## config.mk

```make
export PLATFORM = sky130hd
export DESIGN_NAME = sbpd_fifo
export DESIGN_NICKNAME = d
export VERILOG_FILES = /design/src/rtl/core/sbpd_pkg.sv /design/src/rtl/core/sbpd_fifo.sv
export SDC_FILE = /design/constraint.sdc
export NUM_CORES = 1
export LEC_CHECK = 0
export BUFFER_PORTS_ARGS = -buffer_cell sky130_fd_sc_hd__buf_4
export CORE_ASPECT_RATIO = 0.9
export CORE_MARGIN = 2
export CORE_UTILIZATION = 50
export CTS_CLUSTER_DIAMETER = 30
export DETAILED_ROUTE_END_ITERATION = 12
export PLACE_DENSITY = 0.77
export SLEW_MARGIN = 30
export SYNTH_ARGS = -nofsm -noshare
export SYNTH_HDL_FRONTEND = slang
export SYNTH_SLANG_ARGS = --single-unit
```

## constraint.sdc

```tcl
create_clock -name clk -period 3 [get_ports clk]
set_input_delay 0.3 -clock clk [delete_from_list [all_inputs] [get_ports clk]]
set_output_delay 0.3 -clock clk [all_outputs]
set_load 0.05 [all_outputs]
```

## src/rtl/core/sbpd_pkg.sv

```systemverilog
// sbpd_pkg: constants, command type and helper function for the bar peak unit
// used by every module of the block; depends on nothing
`default_nettype none

package sbpd_pkg;

	localparam int LAST_COLUMN  = 15;
	localparam int TOP_ROW      = 31;
	localparam int ROW_MAX      = 31;
	localparam int TOP_LIMIT    = (TOP_ROW > ROW_MAX) ? ROW_MAX : TOP_ROW;
	localparam int PEAK_DEPTH   = 16;
	localparam int PALETTE_SIZE = 10;

	localparam int COL_W   = 4;
	localparam int LEVEL_W = 8;
	localparam int ROW_W   = 5;
	localparam int SLOT_W  = 4;

	localparam int QDEPTH = 2;
	localparam int QPTR_W = (QDEPTH > 1) ? $clog2(QDEPTH) : 1;
	localparam int QCNT_W = $clog2(QDEPTH + 1);

	// one bar update as seen by the write sequencer
	typedef struct packed {
		logic [COL_W-1:0]  column;
		logic [ROW_W-1:0]  first_row;
		logic [ROW_W-1:0]  last_row;
		logic              lit;
		logic [SLOT_W-1:0] slot;
	} cmd_t;

	// column is below twice the palette size, so one compare and subtract
	function automatic logic [SLOT_W-1:0] col_mod_palette(input logic [COL_W-1:0] c);
		logic [SLOT_W-1:0] r;
		if (c >= COL_W'(PALETTE_SIZE)) begin
			r = SLOT_W'(c - COL_W'(PALETTE_SIZE));
		end else begin
			r = SLOT_W'(c);
		end
		return r;
	endfunction

endpackage

`default_nettype wire

```

## src/rtl/core/sbpd_fifo.sv

```systemverilog
// sbpd_fifo: short command queue between the classifier and the write sequencer
// depends on sbpd_pkg
`default_nettype none

module sbpd_fifo
	import sbpd_pkg::*;
(
	input  wire logic  clk,
	input  wire logic  arst_n,
	input  wire logic  push_valid,
	output logic       push_ready,
	input  wire cmd_t  push_cmd,
	output logic       pop_valid,
	input  wire logic  pop_ready,
	output cmd_t       pop_cmd
);

	cmd_t              entries_q [QDEPTH];
	logic [QPTR_W-1:0] wr_ptr_q;
	logic [QPTR_W-1:0] rd_ptr_q;
	logic [QCNT_W-1:0] count_q;
	logic              do_push;
	logic              do_pop;

	assign push_ready = (count_q != QCNT_W'(QDEPTH));
	assign pop_valid  = (count_q != '0);
	assign pop_cmd    = entries_q[rd_ptr_q];
	assign do_push    = push_valid && push_ready;
	assign do_pop     = pop_valid && pop_ready;

	always_ff @(posedge clk) begin
		if (do_push) begin
			entries_q[wr_ptr_q] <= push_cmd;
		end
	end

	always_ff @(posedge clk or negedge arst_n) begin
		if (!arst_n) begin
			wr_ptr_q <= '0;
			rd_ptr_q <= '0;
			count_q  <= '0;
		end else begin
			if (do_push) begin
				wr_ptr_q <= (wr_ptr_q == QPTR_W'(QDEPTH - 1)) ? '0 : wr_ptr_q + QPTR_W'(1);
			end
			if (do_pop) begin
				rd_ptr_q <= (rd_ptr_q == QPTR_W'(QDEPTH - 1)) ? '0 : rd_ptr_q + QPTR_W'(1);
			end
			if (do_push && !do_pop) begin
				count_q <= count_q + QCNT_W'(1);
			end else if (do_pop && !do_push) begin
				count_q <= count_q - QCNT_W'(1);
			end
		end
	end

endmodule

`default_nettype wire

```

==> run metrics, run 1 <==
outcome=completed; worst setup skew after layout=8.23 ps; hold violation total from the final report=0; flops & latches, synth=42; largest stage delay on the critical path=890 ps; Antenna diodes=0; Cell Area, Synth=1590 um^2; layout overhead on the synthesized area=28.2%; sequential element share of the synthesized area=78.1%; type of the setup path with the least slack=reg -> out; Hold Path Stages=1; CTS H-tree depth=2; placeable core area=3040 um^2; Die X-Extent=63.4 um; clock-pin transition on the worst setup and hold timing paths=110 ps; floorplan die area=3650 um^2; Worst Path Max Fanout=20; share of the core filled with cells=66.9%; Final Critical Period=2140 ps; number of sinks driven by the clock tree=42; final count of negative-setup-slack endpoints=0; number of antenna violations at the first check in global routing=0; top library cells by usage in the layout, fill and taps aside=sky130_fd_sc_hd__buf_4 (43), sky130_fd_sc_hd__edfxtp_1 (38), sky130_fd_sc_hd__mux2_2 (19); CTS max path bufs=2; CP startpoint kind=flip-flop; most common library cell in the layout ignoring fill and taps=sky130_fd_sc_hd__buf_4; required time at the endpoint of the critical path=2700 ps; Critical Path AT=1840 ps; total routed wirelength=2380 um; setup TNS=0 ps; Die Span Y=57.5 um; iteration count of the initial detailed-routing pass=3; Max-cap violations=0; setup repair after global routing missed its margin=false; NumNets Final=150; CTS tree=done; post-route antenna net violation count=0; clock group share of total power=14.9%; headroom to the max-slew limit=37.8%; path type of the worst min-delay path=in -> reg; routed vias/inst=4.95; Int Pwr=1.35 mW; Net Sw Frac=40.7%; vias in the first global route=809; static leakage=0.791 nW; post-detail-place hpwl=1600 um; yosys synthesis warning count=0; mean area per synthesized cell=20.6 um^2; max frequency=467 MHz; vias=837; cell type contributing the most total cell area after synthesis=sky130_fd_sc_hd__edfxtp_1; cells traversed along the worst timing path=mux2_2 > buf_4; count of pins on the block boundary=44; number of unique standard cell types used by synthesis=14; row count=19; share of cells above drive strength 1=58.3%; total CTS buffers=5; Remaining DRCs=0; Max Slew Vio Count=0; buffers added on ports=43; switching power=0.924 mW; routed len/inst=14.1 um; final cycle utilization of the critical path=71.3%; transition time of the tightest slew-check pin=933 ps; global-route wire length before repair=3770 um; area of combinational cells with multiple inputs=329 um^2; combinational share of power=45.1%; Critical Path Sink Type=primary output; Detailed Route Iter0 Violations=33; global routing usage summed across all routing layers=14.4%; R2R cell count=2; Max rail drop VDD=0.657 mV; clock latency on the worst-skew pair=340 ps; pin count of the biggest net entering global routing=21; clock root buffer=sky130_fd_sc_hd__clkbuf_4; final-layout fill cell count=251; pwr/cell area=1120 nW/um^2; post-synthesis instance total=77; remaining global-route overflow=0; sequential standard cell area=1240 um^2; CTS resizes=0; Reg power frac=40.0%; portion of synthesized cell area occupied by the leading cell type=71.8%; cell with the largest stage delay on the worst path=sky130_fd_sc_hd__dfrtp_1; Initial Utilization=52.2%; post-synth net total=101; synth top area cells=sky130_fd_sc_hd__edfxtp_1 (72%), sky130_fd_sc_hd__mux2_2 (13%), sky130_fd_sc_hd__dfrtp_1 (6.3%), sky130_fd_sc_hd__xnor2_1 (1.7%), sky130_fd_sc_hd__buf_6 (1.4%); global placement routability congestion=0.639
[power by group through the flow]
| stage | sequential [mW] | clock (mW) | combinational [mW] |
|---|---|---|---|
| 6_report | 0.908 | 0.340 | 1.02 |
| 5_1_grt | 0.932 | 0.375 | 1.07 |
| 4_1_cts | 0.910 | 0.349 | 1.03 |
| 3_5_place_dp | 0.923 | 0 | 1.03 |
| 3_3_place_gp | 0.916 | 0 | 1.02 |
| 2_1_floorplan | 0.862 | 0 | 0.830 |
[worst paths after layout]
check | from | end | slack [ps]
setup reg to reg | count_q[0] | entries_q[1][0] | 1250
max in group asynchronous | arst_n | wr_ptr_q | 2620
hold / removal | push_cmd[5] | entries_q[0][5] | 140
min in group asynchronous | arst_n | count_q[0] | 280
hold reg to reg | count_q[0] | count_q[0] | 550
setup / recovery | rd_ptr_q | pop_cmd[12] | 860
[state kept, by name (all words and copies together), names as in the netlist]
register	cells
entries_q	38
rd_ptr_q	1
count_q	2
wr_ptr_q	1
[per-layer routing]
layer,routed length (um),vias to the layer above,GRT usage (%)
met5,0,-,0
met1,946,417,16.5
met3,193,5,7.69
li1,-,388,-
met2,1200,27,23.0
met4,38,0,5.59
[through the flow]
step | hold WS (ps) | power, mW | setup slack [ps] | std cells | instance area [um^2]
global route | 97.3 | 2.37 | 705 | 169 | 2040
finish | 139 | 2.27 | 860 | 169 | 2040
global placement | 98.7 | 1.94 | 1220 | 160 | 1940
CTS | 120 | 2.29 | 812 | 169 | 2030
floorplan | 4.41 | 1.69 | 1020 | 77 | 1590
detailed placement | 103 | 1.95 | 1130 | 160 | 1940
[synthesized netlist by cell type]
library cell,instances
sky130_fd_sc_hd__and3_1,1
sky130_fd_sc_hd__nand2_4,1
sky130_fd_sc_hd__xnor2_1,3
sky130_fd_sc_hd__or2_4,1
sky130_fd_sc_hd__nand2_1,1
sky130_fd_sc_hd__buf_6,2
sky130_fd_sc_hd__edfxtp_1,38
sky130_fd_sc_hd__inv_1,1
sky130_fd_sc_hd__ha_1,1
sky130_fd_sc_hd__xor2_1,2
sky130_fd_sc_hd__dfrtp_1,4
sky130_fd_sc_hd__nand2b_4,1
sky130_fd_sc_hd__mux2_2,19
sky130_fd_sc_hd__nor2_1,2
[critical path, delay by kind of cell (launching register included)]
| kind | cells | cell delay, ps |
|---|---|---|
| buffers and inverters | 1 | 190 |
| flip-flops | 1 | 890 |
| multiplexers | 1 | 420 |
[cells by family (layout without fill, tap and decap cells)]
logic type | count (synthesis) | count (layout) | share of synthesized area (%)
flip-flops | 42 | 42 | 78.1
multiplexers | 19 | 19 | 13.5
AND/OR/NAND/NOR | 7 | 7 | 3.23
XOR/XNOR | 5 | 5 | 2.76
buffers and inverters | 3 | 53 | 1.65
adder cells (fa/ha/maj) | 1 | 1 | 0.787
[repair_timing]
item,CTS,global route
setup buffers,0,0
hold buffers,1,0
hold endpoints to repair,4,0
[cell type report]
cell class                      count  share of cell area [%]
Sequential cell                    42                    60.9
Multi-Input combinational cell     32                    16.2
Clock inverter                      3                    1.97
Inverter                            1                   0.184
Tap cell                           42                    2.58
Clock buffer                        5                    1.84
Timing Repair Buffer               44                    16.3
Note: power is estimated with default switching activity, not from simulation.
==> run 2, diff against run 1 <==
==> constraint.sdc (replaced) <==
create_clock -name clk -period 2.15 [get_ports clk]
set_input_delay 0.215 -clock clk [delete_from_list [all_inputs] [get_ports clk]]
set_output_delay 0.215 -clock clk [all_outputs]
set_load 0.05 [all_outputs]
==> run 2 against run 1 <==
Effect of this change:
- via count is 2.9% lower
- combinational power is 49% higher
- worst hold slack worse by 95 ps
- critical path depth is 1 higher
- clock-buffer cell count stayed put
==> run metrics, run 2 (synthesized netlist as in run 1, its figures left out) <==
outcome=completed; number of standard cells in the layout, taps in and fillers out=173 (+2.4%); share of cells above drive strength 1=58.8% (+0.51 points); total routed wirelength=2460 um (+3.0%); cell with the largest stage delay on the worst path=sky130_fd_sc_hd__dfrtp_1; buffers added on ports=43 (unchanged); floorplan die area=3650 um^2 (unchanged); required time at the endpoint of the critical path=1930 ps (-770 ps); final cycle utilization of the critical path=87.6%; remaining global-route overflow=0 (unchanged); Final Critical Period=1880 ps; Initial Utilization=52.2% (unchanged); register-to-register path setup slack=650 ps (-600 ps); transition time of the tightest slew-check pin=314 ps (-619 ps); Hold Path Stages=1 (unchanged); NumNets Final=154 (+2.7%); Critical Path AT=1670 ps (-170 ps); Setup WS post-layout=267 ps (-593 ps); CTS max path bufs=2 (unchanged); largest stage delay on the critical path=540 ps (-350 ps); clock-pin transition on the worst setup and hold timing paths=120 ps (about the same); clock latency on the worst-skew pair=350 ps (about the same); Max rail drop VDD=0.931 mV (+42%); pwr/cell area=1600 nW/um^2 (+43%); buffers inserted during post-CTS setup optimization=0 (unchanged); final count of negative-setup-slack endpoints=0 (unchanged); placed cell count=164 (+2.5%); number of sinks driven by the clock tree=42 (unchanged); post-route antenna net violation count=0 (unchanged); clock root buffer=sky130_fd_sc_hd__clkbuf_4; setup repair after global routing missed its margin=false; global routing usage summed across all routing layers=15.2% (+0.79 points); R2R cell count=3 (+1); headroom to the max-slew limit=79.1% (+41 points); max FFs per register=38 (unchanged); vias=813 (-2.9%); hold violation total from the final report=0 (unchanged); Worst Path Max Fanout=8 (-60%); CTS tree=done; Die Span Y=57.5 um (unchanged); clock group share of total power=18.0% (+3.1 points); global placement routability congestion=0.668 (+4.6%); top library cells by usage in the layout, fill and taps aside=sky130_fd_sc_hd__buf_4 (47), sky130_fd_sc_hd__edfxtp_1 (38), sky130_fd_sc_hd__mux2_2 (19); most common library cell in the layout ignoring fill and taps=sky130_fd_sc_hd__buf_4; max frequency=531 MHz; layout overhead on the synthesized area=31.3%; Die X-Extent=63.4 um (unchanged); Most flops, register=entries_q; CTS H-tree depth=2 (unchanged); worst setup skew after layout=8.61 ps (+0.380 ps); routed len/inst=14.2 um (+0.64%); Max-cap violations=0 (unchanged); Setup crit start=rd_ptr_q; crit path capture=pop_cmd[18]; most common cell type on the critical path=sky130_fd_sc_hd__buf_4; total CTS buffers=5 (unchanged); routed vias/inst=4.70 (-5.1%); pre-CTS setup slack=637 ps (-495 ps); global-route wire length before repair=3930 um (+4.4%); path type of the worst min-delay path=in -> reg; CP startpoint kind=flip-flop; Detailed Route Iter0 Violations=19 (-42%); Reg power frac=36.5% (-3.5 points); Antenna diodes=0 (unchanged); placeable core area=3040 um^2 (unchanged); Largest regs=entries_q: 38 flops, count_q: 2 flops; Critical Path Sink Type=primary output; Int Pwr=2.03 mW (+51%); number of antenna violations at the first check in global routing=0 (unchanged); endpoint of the most critical register-to-register path=entries_q[1][0]; Remaining DRCs=0 (unchanged); row count=19 (unchanged); Net Sw Frac=39.1% (-1.6 points); count of pins on the block boundary=44 (unchanged); type of the setup path with the least slack=reg -> out; vias in the first global route=871 (+7.7%); source of the worst register-to-register timing path=count_q[0]; post-detail-place hpwl=1750 um (+9.2%); cells traversed along the worst timing path=buf_4 > mux2_2 > buf_4; Max Slew Vio Count=0 (unchanged); static leakage=0.818 nW (+3.4%); switching power=1.30 mW (+41%); pin count of the biggest net entering global routing=18 (-14%); setup TNS=0 ps (unchanged); iteration count of the initial detailed-routing pass=4 (+1); combinational share of power=45.5% (+0.4 points)
[run 2: cell types whose count changed in the layout (fill, tap and decap cells not counted)]
cell,delta
sky130_fd_sc_hd__nor2_2,+1
sky130_fd_sc_hd__buf_4,+4
sky130_fd_sc_hd__nor2_4,-1
sky130_fd_sc_hd__bufinv_16,+1
sky130_fd_sc_hd__clkinv_1,+1
sky130_fd_sc_hd__clkinv_2,-2
[run 2: through the flow]
step	total power [mW]	cell area (um^2)	utilization, %	hold WS (ps)
floorplan	2.36	1590	-	-80.6
global placement	2.75	1970	64.9	15.8
detailed placement	2.77	1970	64.9	14.7
CTS	3.37	2090	68.5	22.7
global route	3.48	2090	68.5	23.4
finish	3.33	2090	68.5	44.0
[run 2: area by class of cell]
class	count	area, um^2
Multi-Input combinational cell	32	324
Clock inverter	3	63.8
Tap cell	42	52.6
Fill cell	241	957
Sequential cell	42	1240
Clock buffer	5	37.5
Inverter	1	3.75
Timing Repair Buffer	48	363
[run 2: worst min-delay path by stage]
stage / to / slack [ps] / startpoint
after floorplan: count_q[0] / -80 / arst_n
after global placement: wr_ptr_q / 20 / arst_n
after detailed placement: wr_ptr_q / 10 / arst_n
after CTS: entries_q[0][15] / 20 / push_cmd[15]
after global routing: entries_q[1][2] / 20 / push_cmd[2]
final: entries_q[0][7] / 40 / push_cmd[7]
[run 2: worst max-delay path: cells and delay by family (launching register included)]
family | cells | cell delay [ps]
buf+inv | 2 | 420
flops | 1 | 540
mux | 1 | 360
[run 2: per-layer routing]
metal	share of wire (%)	GRT usage, %
met1	42	17.7
met2	49	24.1
met3	6.5	6.31
met4	2.4	8.39
met5	0	0
[run 2: repair_timing]
item                                   CTS  global route
resized for setup                        0             0
endpoints found under the hold margin    4             0
hold buffers                             1             0
[run 2: power by group through the flow]
stage	logic, mW	registers (mW)	clock network, mW
5_1_grt	1.60	1.24	0.640
4_1_cts	1.54	1.22	0.613
6_report	1.52	1.22	0.599
2_1_floorplan	1.16	1.20	0
3_3_place_gp	1.52	1.23	0
3_5_place_dp	1.53	1.24	0
==> run 3, diff against run 2 <==
--- a/config.mk
+++ b/config.mk
@@ -6,7 +6,6 @@
 export NUM_CORES = 1
 export LEC_CHECK = 0
 export BUFFER_PORTS_ARGS = -buffer_cell sky130_fd_sc_hd__buf_4
-export CORE_ASPECT_RATIO = 0.9
 export CORE_MARGIN = 2
 export CORE_UTILIZATION = 50
 export CTS_CLUSTER_DIAMETER = 30
==> run 3 against run 2 <==
Effect of this change:
- sequential cell count unchanged
- non-clock buffer count increased by 2
- critical path depth unchanged
- clock-buffer cell count increased by 1
- sequential share of layout area grew 1.1 points
- global-route usage increased by 0.95 points
- routed wire length up 6.1%
- die area about the same
- register-to-register slack barely moved
- sequential power about the same
- critical endpoint is now pop_cmd[16]
==> run metrics, run 3 (synthesized netlist as in run 1, its figures left out) <==
sum of met3 wire segment lengths after detailed routing=180 um (+13%); Setup crit start=rd_ptr_q; pwr/cell area=1520 nW/um^2 (-5.1%); post-place instance area=1990 um^2 (+0.89%); total CTS buffers=5 (unchanged); required time at the endpoint of the critical path=1930 ps (about the same); vias in the first global route=853 (-2.1%); share of the core filled with cells=67.6% (-0.94 points); R2R cell count=7 (+4); static leakage=0.801 nW (-2.0%); Detailed Route Iter0 Violations=19 (unchanged); global-route wire length before repair=4010 um (+1.9%); buffers added on ports=43 (unchanged); Largest regs=entries_q: 38 flops, count_q: 2 flops; remaining global-route overflow=0 (unchanged); CTS H-tree depth=2 (unchanged); endpoint of the most critical register-to-register path=count_q[1]; count of pins on the block boundary=44 (unchanged); setup repair after global routing missed its margin=false; met2 layer wire length in the routed design=1300 um (+6.8%); register-to-register path setup slack=660 ps (about the same); number of antenna violations at the first check in global routing=0 (unchanged); share of cells above drive strength 1=58.3% (-0.45 points); Setup WS post-layout=374 ps (+107 ps); vias=843 (+3.7%); row count=20 (+1); hold-fix buffer count after cts=1 (unchanged); Die Span Y=60.4 um (+5.0%); routed len/inst=14.8 um (+4.3%); CTS tree=done; Finished Cell Area=2050 um^2 (-1.9%); total routed wirelength=2610 um (+6.1%); buffers inserted during post-CTS setup optimization=0 (unchanged); post-route met1 wirelength=1130 um (+10%); clock-pin transition on the worst setup and hold timing paths=120 ps (about the same); Critical Path Sink Type=primary output; Max Slew Vio Count=0 (unchanged); global routing usage summed across all routing layers=16.1% (+0.95 points); Initial Utilization=52.5% (+0.26 points); hold violation total from the final report=0 (unchanged); CTS max path bufs=2 (unchanged); worst setup skew after layout=16.4 ps (+7.83 ps); transition time of the tightest slew-check pin=217 ps (-97.1 ps); top library cells by usage in the layout, fill and taps aside=sky130_fd_sc_hd__buf_4 (49), sky130_fd_sc_hd__edfxtp_1 (38), sky130_fd_sc_hd__mux2_2 (19); Most flops, register=entries_q; Worst Path Max Fanout=8 (unchanged); placeable core area=3030 um^2 (-0.49%); outcome=completed; CTS resizes=0 (unchanged); max frequency=563 MHz (+6.0%); layout overhead on the synthesized area=28.8%; highest routed layer=met3; post-route antenna net violation count=0 (unchanged); final cycle utilization of the critical path=82.6% (-5.0 points); crit path capture=pop_cmd[16]; pin count of the biggest net entering global routing=13 (-5); NumNets Final=156 (+1.3%); clock root buffer=sky130_fd_sc_hd__clkbuf_4; Die X-Extent=60.4 um (-4.8%); Remaining DRCs=0 (unchanged); Max-cap violations=0 (unchanged); Final Critical Period=1780 ps (-107 ps); type of the setup path with the least slack=reg -> out; max FFs per register=38 (unchanged); pre-CTS setup slack=666 ps (+28.2 ps); setup TNS=0 ps (unchanged); source of the worst register-to-register timing path=count_q[0]; most common library cell in the layout ignoring fill and taps=sky130_fd_sc_hd__buf_4; clock latency on the worst-skew pair=330 ps (-20 ps); Antenna diodes=0 (unchanged); Max rail drop VDD=0.889 mV (-4.6%); iteration count of the initial detailed-routing pass=2 (-2); routed vias/inst=4.79 (+1.9%); floorplan die area=3650 um^2 (about the same); Critical Path AT=1560 ps (-110 ps); global placement routability congestion=0.690 (+3.3%); post-detail-place hpwl=1900 um (+8.6%); headroom to the max-slew limit=85.5% (+6.5 points); Worst Min Path Start=push_cmd[2]; final count of negative-setup-slack endpoints=0 (unchanged); CP startpoint kind=flip-flop; path type of the worst min-delay path=in -> reg; number of sinks driven by the clock tree=42 (unchanged)
## run 3: how the worst min path moves through the flow
stage          cells past startpoint              end
2_1_floorplan                      0       count_q[0]
5_1_grt                            1  entries_q[0][6]
4_1_cts                            1  entries_q[0][2]
3_3_place_gp                       1       count_q[1]
6_report                           1  entries_q[0][2]
3_5_place_dp                       1       count_q[0]
## run 3: layout make-up
cell class / instances / area [um^2]
fillers: 219 / 981
repair buffers: 50 / 378
clock inverters: 1 / 3.75
multi-input cells: 32 / 324
flip-flops and latches: 42 / 1240
clock buffers: 6 / 41.3
inverters: 1 / 3.75
well taps: 44 / 55.1
## run 3: worst max-delay path, stage by stage, from the launching register on
cell,delay [ps]
sky130_fd_sc_hd__dfrtp_1,470
sky130_fd_sc_hd__buf_4,220
sky130_fd_sc_hd__mux2_2,350
sky130_fd_sc_hd__buf_4,190
## run 3: per-stage QoR
| step | hold slack [ps] | total power, mW | cells |
|---|---|---|---|
| finish | 56.9 | 3.10 | 176 |
| global route | 16.5 | 3.27 | 176 |
| CTS | 39.7 | 3.15 | 176 |
| detailed placement | 15.8 | 2.80 | 168 |
| global placement | 15.9 | 2.77 | 168 |
| floorplan | -80.6 | 2.36 | 77 |
## run 3: per-layer routing
metal  vias to the layer above  track usage, %
met5                         -               0
met4                         0            2.86
met3                         0            7.25
met2                        35            27.6
met1                       408            19.1
li1                        400               -
## run 3: where the power goes
group / total [mW] / leakage (nW) / switching, mW / internal [mW]
combinational: 1.56 / 0.376 / 0.989 / 0.566
sequential: 1.21 / 0.400 / 0.0880 / 1.12
clock: 0.338 / 0.0258 / 0.219 / 0.119
total: 3.10 / 0.801 / 1.30 / 1.81
